<file path="src/hw/rtl/nbrtbl_pkg.sv">
// nbrtbl_pkg: types, constants and codes shared by the neighbor table modules
// no dependencies
package nbrtbl_pkg;

  localparam int TABLE_ENTRIES = 16;
  localparam int IDX_W = (TABLE_ENTRIES > 1) ? $clog2(TABLE_ENTRIES) : 1;
  localparam int CNT_W = $clog2(TABLE_ENTRIES + 1);
  localparam int SLOT_W = 4;

  localparam logic [15:0] GAP_UNITY = 16'h0100;
  localparam logic [8:0] WEIGHT_RESET = 9'h040;
  localparam logic [8:0] WEIGHT_MAX = 9'h100;

  // outcome codes
  localparam logic [1:0] OUT_UPDATED = 2'd0;
  localparam logic [1:0] OUT_ADDED = 2'd1;
  localparam logic [1:0] OUT_DROPPED = 2'd2;

  typedef struct packed {
    logic [15:0] sender_address;
    logic [7:0] sequence_number;
    logic [15:0] signal_strength;
    logic [15:0] link_quality;
  } in_beat_t;

  typedef struct packed {
    logic [1:0] outcome;
    logic [SLOT_W-1:0] slot;
    logic [15:0] average_gap;
  } out_beat_t;

  // one table entry as stored in the memory
  typedef struct packed {
    logic [15:0] address;
    logic [7:0] prev_seq;
    logic [15:0] average_gap;
    logic [15:0] strength;
    logic [15:0] quality;
  } entry_t;

  localparam int ENTRY_W = $bits(entry_t);

  typedef struct packed {
    logic re;
    logic [IDX_W-1:0] raddr;
    logic we;
    logic [IDX_W-1:0] waddr;
    entry_t wdata;
  } ram_req_t;

  typedef struct packed {
    logic load;
    logic [7:0] gap;
    logic [15:0] avg_old;
  } ewma_req_t;

  typedef struct packed {
    logic load;
    out_beat_t data;
  } result_t;

  typedef enum logic [1:0] {
    ST_IDLE,
    ST_SEARCH,
    ST_CALC,
    ST_WRITE
  } state_t;

endpackage

</file>
<file path="src/hw/rtl/nbrtbl_ram.sv">
// nbrtbl_ram: generic single write port, single read port synchronous memory
// read data registered; no dependencies
module nbrtbl_ram #(
  parameter int DEPTH = 16,
  parameter int WIDTH = 8,
  localparam int AW = (DEPTH > 1) ? $clog2(DEPTH) : 1
) (
  input  logic             clk,
  input  logic             we,
  input  logic [AW-1:0]    waddr,
  input  logic [WIDTH-1:0] wdata,
  input  logic             re,
  input  logic [AW-1:0]    raddr,
  output logic [WIDTH-1:0] rdata
);

  logic [WIDTH-1:0] mem [DEPTH];
  logic [WIDTH-1:0] rdata_r;

  always_ff @(posedge clk) begin
    if (we) begin
      mem[waddr] <= wdata;
    end
  end

  always_ff @(posedge clk) begin
    if (re) begin
      rdata_r <= mem[raddr];
    end
  end

  assign rdata = rdata_r;

endmodule

</file>
<file path="src/hw/rtl/nbrtbl_ewma.sv">
// nbrtbl_ewma: moving average of the sequence gap, 8.8 fixed point
// products registered, sum and saturation after; depends on nbrtbl_pkg
module nbrtbl_ewma
  import nbrtbl_pkg::*;
(
  input  logic      clk,
  input  ewma_req_t req,
  input  logic [8:0] alpha,
  output logic [15:0] avg_new
);

  logic [15:0] prod_new_r;
  logic [16:0] prod_old_r;
  logic [16:0] prod_new_nxt;
  logic [24:0] prod_old_full;
  logic [8:0] beta;
  logic [17:0] sum;

  always_comb begin
    beta = WEIGHT_MAX - alpha;
    // gap*alpha stays below 65281 since alpha is at most 256
    prod_new_nxt = 17'(req.gap) * 17'(alpha);
    prod_old_full = 25'(req.avg_old) * 25'(beta);
  end

  always_ff @(posedge clk) begin
    if (req.load) begin
      prod_new_r <= prod_new_nxt[15:0];
      prod_old_r <= prod_old_full[24:8];
    end
  end

  always_comb begin
    sum = 18'(prod_new_r) + 18'(prod_old_r);
    avg_new = (sum > 18'h0ffff) ? 16'hffff : sum[15:0];
  end

endmodule

</file>
<file path="src/hw/rtl/nbrtbl_ctrl.sv">
// nbrtbl_ctrl: sequencer that searches the table one entry a cycle, then updates,
// adds or drops the entry; depends on nbrtbl_pkg, drives nbrtbl_ram and nbrtbl_ewma
module nbrtbl_ctrl
  import nbrtbl_pkg::*;
(
  input  logic        clk,
  input  logic        rst_n,
  input  logic        in_valid,
  input  in_beat_t    in_data,
  output logic        in_stall,
  output ram_req_t    ram_req,
  input  entry_t      ram_rdata,
  output ewma_req_t   ewma_req,
  input  logic [15:0] avg_new,
  input  logic        out_busy,
  output result_t     res
);

  state_t state_r, state_nxt;

  logic [CNT_W-1:0] fill_r, fill_nxt;
  logic [CNT_W-1:0] iss_r, iss_nxt;
  logic cmp_vld_r, cmp_vld_nxt;
  logic [IDX_W-1:0] cmp_idx_r, cmp_idx_nxt;

  in_beat_t beat_r, beat_nxt;
  logic [IDX_W-1:0] slot_r, slot_nxt;
  logic [7:0] last_r, last_nxt;
  logic [15:0] avg_old_r, avg_old_nxt;
  logic is_new_r, is_new_nxt;
  logic drop_r, drop_nxt;

  logic accept;
  logic issue;
  logic match;
  logic miss;
  logic full;

  assign accept = in_valid && (state_r == ST_IDLE);
  assign issue = (iss_r < fill_r);
  assign match = cmp_vld_r && (ram_rdata.address == beat_r.sender_address);
  assign miss = !issue && !match;
  assign full = (fill_r == CNT_W'(TABLE_ENTRIES));

  // next state
  always_comb begin
    state_nxt = state_r;
    unique case (state_r)
      ST_IDLE: begin
        if (accept) state_nxt = ST_SEARCH;
      end
      ST_SEARCH: begin
        if (match || miss) state_nxt = ST_CALC;
      end
      ST_CALC: begin
        state_nxt = ST_WRITE;
      end
      ST_WRITE: begin
        if (!out_busy) state_nxt = ST_IDLE;
      end
      default: state_nxt = ST_IDLE;
    endcase
  end

  // outputs
  always_comb begin
    in_stall = (state_r != ST_IDLE);

    ram_req.re = (state_r == ST_SEARCH) && issue;
    ram_req.raddr = iss_r[IDX_W-1:0];
    ram_req.we = (state_r == ST_WRITE) && !out_busy && !drop_r;
    ram_req.waddr = slot_r;
    ram_req.wdata.address = beat_r.sender_address;
    ram_req.wdata.prev_seq = beat_r.sequence_number;
    ram_req.wdata.average_gap = avg_new;
    ram_req.wdata.strength = beat_r.signal_strength;
    ram_req.wdata.quality = beat_r.link_quality;

    ewma_req.load = (state_r == ST_CALC);
    ewma_req.gap = beat_r.sequence_number - last_r;
    ewma_req.avg_old = avg_old_r;

    res.load = (state_r == ST_WRITE) && !out_busy;
    if (drop_r) begin
      res.data.outcome = OUT_DROPPED;
      res.data.slot = '0;
      res.data.average_gap = '0;
    end else begin
      res.data.outcome = is_new_r ? OUT_ADDED : OUT_UPDATED;
      res.data.slot = SLOT_W'(slot_r);
      res.data.average_gap = avg_new;
    end
  end

  // datapath
  always_comb begin
    fill_nxt = fill_r;
    iss_nxt = iss_r;
    cmp_vld_nxt = cmp_vld_r;
    cmp_idx_nxt = cmp_idx_r;
    beat_nxt = beat_r;
    slot_nxt = slot_r;
    last_nxt = last_r;
    avg_old_nxt = avg_old_r;
    is_new_nxt = is_new_r;
    drop_nxt = drop_r;

    unique case (state_r)
      ST_IDLE: begin
        if (accept) begin
          beat_nxt = in_data;
          iss_nxt = '0;
          cmp_vld_nxt = 1'b0;
        end
      end
      ST_SEARCH: begin
        iss_nxt = issue ? iss_r + 1'b1 : iss_r;
        cmp_vld_nxt = issue;
        cmp_idx_nxt = iss_r[IDX_W-1:0];
        if (match) begin
          slot_nxt = cmp_idx_r;
          last_nxt = ram_rdata.prev_seq;
          avg_old_nxt = ram_rdata.average_gap;
          is_new_nxt = 1'b0;
          drop_nxt = 1'b0;
        end else if (miss) begin
          // fill level is the lowest free slot: entries are never removed
          slot_nxt = fill_r[IDX_W-1:0];
          last_nxt = beat_r.sequence_number - 8'd1;
          avg_old_nxt = GAP_UNITY;
          is_new_nxt = 1'b1;
          drop_nxt = full;
        end
      end
      ST_CALC: begin
      end
      ST_WRITE: begin
        if (!out_busy && is_new_r && !drop_r) fill_nxt = fill_r + 1'b1;
      end
      default: begin
      end
    endcase
  end

  always_ff @(posedge clk) begin
    if (!rst_n) begin
      state_r <= ST_IDLE;
      fill_r <= '0;
      cmp_vld_r <= 1'b0;
    end else begin
      state_r <= state_nxt;
      fill_r <= fill_nxt;
      cmp_vld_r <= cmp_vld_nxt;
    end
  end

  always_ff @(posedge clk) begin
    iss_r <= iss_nxt;
    cmp_idx_r <= cmp_idx_nxt;
    beat_r <= beat_nxt;
    slot_r <= slot_nxt;
    last_r <= last_nxt;
    avg_old_r <= avg_old_nxt;
    is_new_r <= is_new_nxt;
    drop_r <= drop_nxt;
  end

endmodule

</file>
<file path="src/hw/rtl/neighbor_table_seqno_gap_ewma_top.sv">
// a beat runs through the search, calc and write states; a hit ends the search at
// its slot, a miss after every filled entry; write waits while the output is stalled
// and the input stays stalled until the state is back to idle; the search scans one
// table entry per cycle through the one table read port
// reset: synchronous rst_n clears the fill count (empty table), the weight to 64 and
// the handshake state; the table memory itself is not cleared
module neighbor_table_seqno_gap_ewma_top
  import nbrtbl_pkg::*;
(
  input  logic      clk,
  input  logic      rst_n,
  input  logic      in_valid,
  input  in_beat_t  in_data,
  output logic      in_stall,
  output logic      out_valid,
  output out_beat_t out_data,
  input  logic      out_stall,
  input  logic      cfg_we,
  input  logic [8:0] cfg_wdata
);

  logic [8:0] weight_r;
  logic [8:0] alpha;
  logic out_valid_r, out_valid_nxt;
  out_beat_t out_data_r;
  logic out_busy;

  ram_req_t ram_req;
  entry_t ram_rdata;
  logic [ENTRY_W-1:0] ram_rdata_raw;
  ewma_req_t ewma_req;
  logic [15:0] avg_new;
  result_t res;

  // weights above unity act as unity
  assign alpha = (weight_r > WEIGHT_MAX) ? WEIGHT_MAX : weight_r;

  always_ff @(posedge clk) begin
    if (!rst_n) begin
      weight_r <= WEIGHT_RESET;
    end else if (cfg_we) begin
      weight_r <= cfg_wdata;
    end
  end

  nbrtbl_ram #(
    .DEPTH(TABLE_ENTRIES),
    .WIDTH(ENTRY_W)
  ) u_ram (
    .clk  (clk),
    .we   (ram_req.we),
    .waddr(ram_req.waddr),
    .wdata(ram_req.wdata),
    .re   (ram_req.re),
    .raddr(ram_req.raddr),
    .rdata(ram_rdata_raw)
  );

  assign ram_rdata = entry_t'(ram_rdata_raw);

  nbrtbl_ewma u_ewma (
    .clk    (clk),
    .req    (ewma_req),
    .alpha  (alpha),
    .avg_new(avg_new)
  );

  nbrtbl_ctrl u_ctrl (
    .clk      (clk),
    .rst_n    (rst_n),
    .in_valid (in_valid),
    .in_data  (in_data),
    .in_stall (in_stall),
    .ram_req  (ram_req),
    .ram_rdata(ram_rdata),
    .ewma_req (ewma_req),
    .avg_new  (avg_new),
    .out_busy (out_busy),
    .res      (res)
  );

  // output register parts the result side from the search
  assign out_busy = out_valid_r && out_stall;

  always_comb begin
    out_valid_nxt = out_valid_r;
    if (res.load) begin
      out_valid_nxt = 1'b1;
    end else if (!out_stall) begin
      out_valid_nxt = 1'b0;
    end
  end

  always_ff @(posedge clk) begin
    if (!rst_n) begin
      out_valid_r <= 1'b0;
    end else begin
      out_valid_r <= out_valid_nxt;
    end
  end

  always_ff @(posedge clk) begin
    if (res.load) begin
      out_data_r <= res.data;
    end
  end

  assign out_valid = out_valid_r;
  assign out_data = out_data_r;

`ifndef NO_ASSERTIONS
  a_no_overwrite: assert property (@(posedge clk) disable iff (!rst_n)
    res.load |-> !(out_valid && out_stall))
    else $error("result loaded over a stalled output beat");

  a_drop_zero: assert property (@(posedge clk) disable iff (!rst_n)
    res.load && (res.data.outcome == OUT_DROPPED) |->
      (res.data.slot == '0) && (res.data.average_gap == '0))
    else $error("dropped beat carries nonzero slot or average");

  a_load_in_flight: assert property (@(posedge clk) disable iff (!rst_n)
    res.load |-> in_stall)
    else $error("result produced with no beat in flight");

  a_busy_after_accept: assert property (@(posedge clk) disable iff (!rst_n)
    in_valid && !in_stall |=> in_stall)
    else $error("input not stalled while a beat is being worked on");
`endif

endmodule
</file>
<file path="config.mk">
export PLATFORM = sky130hd
export DESIGN_NAME = neighbor_table_seqno_gap_ewma_top
export DESIGN_NICKNAME = d
export VERILOG_FILES = /design/src/hw/rtl/nbrtbl_pkg.sv /design/src/hw/rtl/nbrtbl_ram.sv /design/src/hw/rtl/nbrtbl_ewma.sv /design/src/hw/rtl/nbrtbl_ctrl.sv /design/src/hw/rtl/neighbor_table_seqno_gap_ewma_top.sv
export SDC_FILE = /design/constraint.sdc
export NUM_CORES = 1
export LEC_CHECK = 0
export ABC_AREA = 1
export BUFFER_PORTS_ARGS = -buffer_cell sky130_fd_sc_hd__buf_2
export CAP_MARGIN = 40
export CORE_ASPECT_RATIO = 0.75
export CORE_MARGIN = 5
export CORE_UTILIZATION = 50
export CTS_CLUSTER_DIAMETER = 150
export DETAILED_ROUTE_END_ITERATION = 7
export GPL_ROUTABILITY_DRIVEN = 1
export GPL_TIMING_DRIVEN = 0
export PLACE_DENSITY_LB_ADDON = 0.25
export SYNTH_ARGS = -nofsm -noshare
export SYNTH_HDL_FRONTEND = slang
export SYNTH_SLANG_ARGS = --single-unit
</file>
<file path="constraint.sdc">
create_clock -name clk -period 13.64 [get_ports clk]
set_input_delay 2.728 -clock clk [delete_from_list [all_inputs] [get_ports clk]]
set_output_delay 2.728 -clock clk [all_outputs]
set_load 0.005 [all_outputs]
</file>
==> impl_metrics.csv <==
group,metric,value,unit
sta,worst_slew_pin_slew,0.931,ns
yosys,synthesis.nets,3713,
global_routing,met1_usage,0.381,
yosys,syn_inst,3390,
setup_path,reg2reg_depth,26,
floorplanning,die_area,85500,µm²
setup_path,cp.arrival,7.10,ns
layout,final_core_util,0.570,
cts,clk_path_buf_depth,3,
cts,root_buffer,"clkbuf_16",
cts,cts_setup_buffers,0,
layout,fin_cells,4676,
cts,cts_sinks,816,
yosys,ys_seq_elements,816,
yosys,synth_ff_type,"edfxtp_1",
setup_path,r2r_setup_slack,6.90,ns
setup_path,worst_setup_path_start_kind,"register",
sta,slew_viol_final,0,
floorplanning,rows,89,
yosys,synth.largest_area_cell,"edfxtp_1",
setup_path,crit_buf_inv,8,
setup_path,required,14.00,ns
routing,dr.first_iter.drc_count,3379,
setup_path,crit_type,"reg -> reg",
layout,diodes,0,
floorplanning,fp.dieW,336,µm
worst_hold_path,hold_path.class,"reg -> reg",
cts,clk_latency,0.64,ns
sta,finalSetupTns,0,ns
global_routing,grt_usage,0.249,
routing,drt-vias-per-instance,5.72,
sta,max-slew-margin-rel,0.379,
global_routing,gr-usage-met2,0.359,
setup_path,rr_startpoint,"weight_r[8]",
setup_path,cp_slowest_stage_delay,0.56,ns
sta,rsz0062_at_grt,"false",
cts,htree_num_levels,3,
layout,nets,3887,
setup_path,path_depth,26,
routing,ant_nets,0,
cts,path_clk_slew,0.06,ns
yosys,yosysSeqAreaShare,0.610,
cts,cts.repair.resized,0,
power_and_ir_drop,leakage,17.1,nW
floorplanning,ios,94,
setup_path,cp-endpoint,"u_ewma.prod_old_r[11]",
routing,wirelength,106,mm
placed_design,routabilityCongestion,0.927,
yosys,ys_warn_count,0,
setup_path,cp-startpoint,"weight_r[8]",
routing,wl_per_cell,22.7,µm
cts,cts_tree,"built",
global_routing,grt_max_degree,35,
yosys,synth_edf_count,798,
yosys,synthArstFlopShare,0,
setup_path,endpoint_kind,"register",
power_and_ir_drop,powerDensity,272,nW/µm²
yosys,ys_types,52,
setup_path,cp_slowest_cell,"fa_1",
routing,first_pass_iters,7,
sta,fin_crit,6.74,ns
routing,vias,26700,
placed_design,port_buffers,61,
layout,drive_above_1_share,0.0956,
floorplanning,core_area,78800,µm²
run_status,status,"complete, no violations",
setup_path,path_common_cell,"nand2_1",
cts,holdBufCountCts,0,
sta,fmax,148,MHz
layout,syn_to_final_growth,12.9,%
global_routing,antenna_found_initial,2,
routing,drc,0,
sta,clock_skew,0.0332,ns
global_routing,grt_first_pass_wirelength,160,mm
floorplanning,initial_core_util,0.505,
global_routing,grt_pass1_vias,26000,
sta,setup_viol,0,
sta,hold_viol,0,
floorplanning,die_h,254,µm
placed_design,dp.cells,4528,
setup_path,crit_family,"adder cells",
global_routing,grt_use_met3,0.0631,
setup_path,r2r-end,"u_ewma.prod_old_r[11]",
yosys,synth_area,39800,µm²
flow_run,max-cap-violations,0,
global_routing,grt_overflow_total,0,
yosys,synth_top_area_frac,0.601,
setup_path,worstPathMaxFanout,10,
yosys,synth_area_leaders,"edfxtp_1 (60%), fa_1 (7.1%), nor2_1 (5.7%)",
sta,final.period_utilization,0.494,
global_routing,busiest_layer,"met1",
power_and_ir_drop,ir_worst_vdd,0.224,mV
yosys,syn_avg_cell_area,11.8,µm²
cts,cts_inserted_buffers,80,
placed_design,dpl.hpwl,76.6,mm
==> Yosys cell counts (10+ instances only) <==
library cell	count
o221ai_1	66
a21oi_1	75
inv_1	372
dfxtp_1	18
o211ai_1	14
edfxtp_1	798
nand3_1	123
xor2_1	25
nand2_1	405
mux2i_1	66
fa_1	141
buf_4	21
ha_1	112
o32ai_1	94
nor2_4	13
clkbuf_1	68
buf_2	41
nand2_2	10
o21ai_0	199
xnor2_1	17
nor2_1	608
nand4_1	16
==> where the power goes <==
part           internal [mW]  switching (mW)
clock                   1.26           0.965
sequential              3.57           0.179
combinational           1.96            4.30
total                   6.79            5.44
==> layout make-up <==
class,instances,area [µm²]
Timing Repair Buffer,92,1040
Fill cell,6386,33900
Multi-Input combinational cell,2055,13500
Sequential cell,816,24300
Buffer,141,706
Tap cell,1046,1310
Clock buffer,91,2090
Inverter,378,1420
Clock inverter,57,551
==> worst min path at each step <==
stage / from / end / slack (ns) / cells after the start
floorplan: u_ctrl.cmp_vld_r / u_ctrl.cmp_vld_r / 0.45 / 2
global placement: u_ctrl.fill_r[3] / u_ctrl.fill_r[4] / 0.47 / 2
detailed placement: u_ctrl.fill_r[3] / u_ctrl.fill_r[4] / 0.49 / 2
CTS: u_ctrl.iss_r[0] / u_ctrl.cmp_idx_r[0] / 0.50 / 0
global route: u_ctrl.iss_r[0] / u_ctrl.cmp_idx_r[0] / 0.51 / 0
finish: u_ctrl.fill_r[3] / u_ctrl.fill_r[4] / 0.50 / 2
==> per-stage QoR <==
| stage | area [µm²] | power [mW] | setup WS, ns | hold slack (ns) |
|---|---|---|---|---|
| CTS | 45000 | 12.1 | 7.07 | 0.496 |
| global route | 45000 | 13.0 | 6.57 | 0.507 |
| global placement | 41500 | 9.77 | 5.37 | 0.471 |
| detailed placement | 42300 | 9.85 | 7.12 | 0.492 |
| finish | 45000 | 12.2 | 6.90 | 0.499 |
| floorplan | 39800 | 7.81 | 7.84 | 0.453 |
==> flip-flops by register name, summed over array words and instances, names as in the netlist <==
signal and count:
u_ram.mem 640, u_ctrl.cmp_vld_r 1, u_ewma.prod_new_r 16, u_ctrl.state_r 2
u_ctrl.drop_r 1, u_ctrl.cmp_idx_r 4, u_ctrl.is_new_r 1, u_ctrl.fill_r 5
out_data 22, u_ctrl.last_r 8, weight_r 9, out_valid 1
u_ctrl.slot_r 4, u_ctrl.ram_req 24, u_ctrl.avg_old_r 16, u_ctrl.iss_r 5
u_ewma.prod_old_r 17, u_ram.rdata 40
==> layout by cell type, fill, tap and decap left out, types with 10 or more instances in the layout <==
master and count:
mux2i_1 66, nor2_1 592, o221ai_1 66, buf_4 21, nand2_1 405, buf_2 102
nand4_1 16, edfxtp_1 798, o211ai_1 14, clkbuf_1 77, clkinv_2 17, nand3_1 123
buf_12 12, o21ai_0 199, o32ai_1 94, nor2_4 29, clkbuf_16 82, dfxtp_1 18
inv_1 372, clkinv_1 20, a21oi_1 74, fa_1 141, xnor2_1 17, ha_1 111
xor2_1 25, nand2_2 10, buf_16 18
==> tightest hold or removal path, stage by stage, from the launching register on <==
cell and delay, ns:
dfxtp_1 0.31, nand2_1 0.08, a21oi_1 0.07
==> cells by family after synthesis <==
kind of cell | share of synthesized area
compound gates | 0.0761
flops | 0.610
mux | 0.0166
buf+inv | 0.0534
xor+xnor | 0.00964
simple gates | 0.128
fa+ha+maj | 0.106
==> metal layers <==
metal / part of all wire / wire (µm) / up-vias
met1: 0.44 / 47200 / 13000
met5: 0.00012 / 13 / -
met3: 0.11 / 12100 / 174
met4: 0.025 / 2680 / 2
li1: - / - / 12100
met2: 0.42 / 44200 / 1391
(Power assumes the default switching activity.)
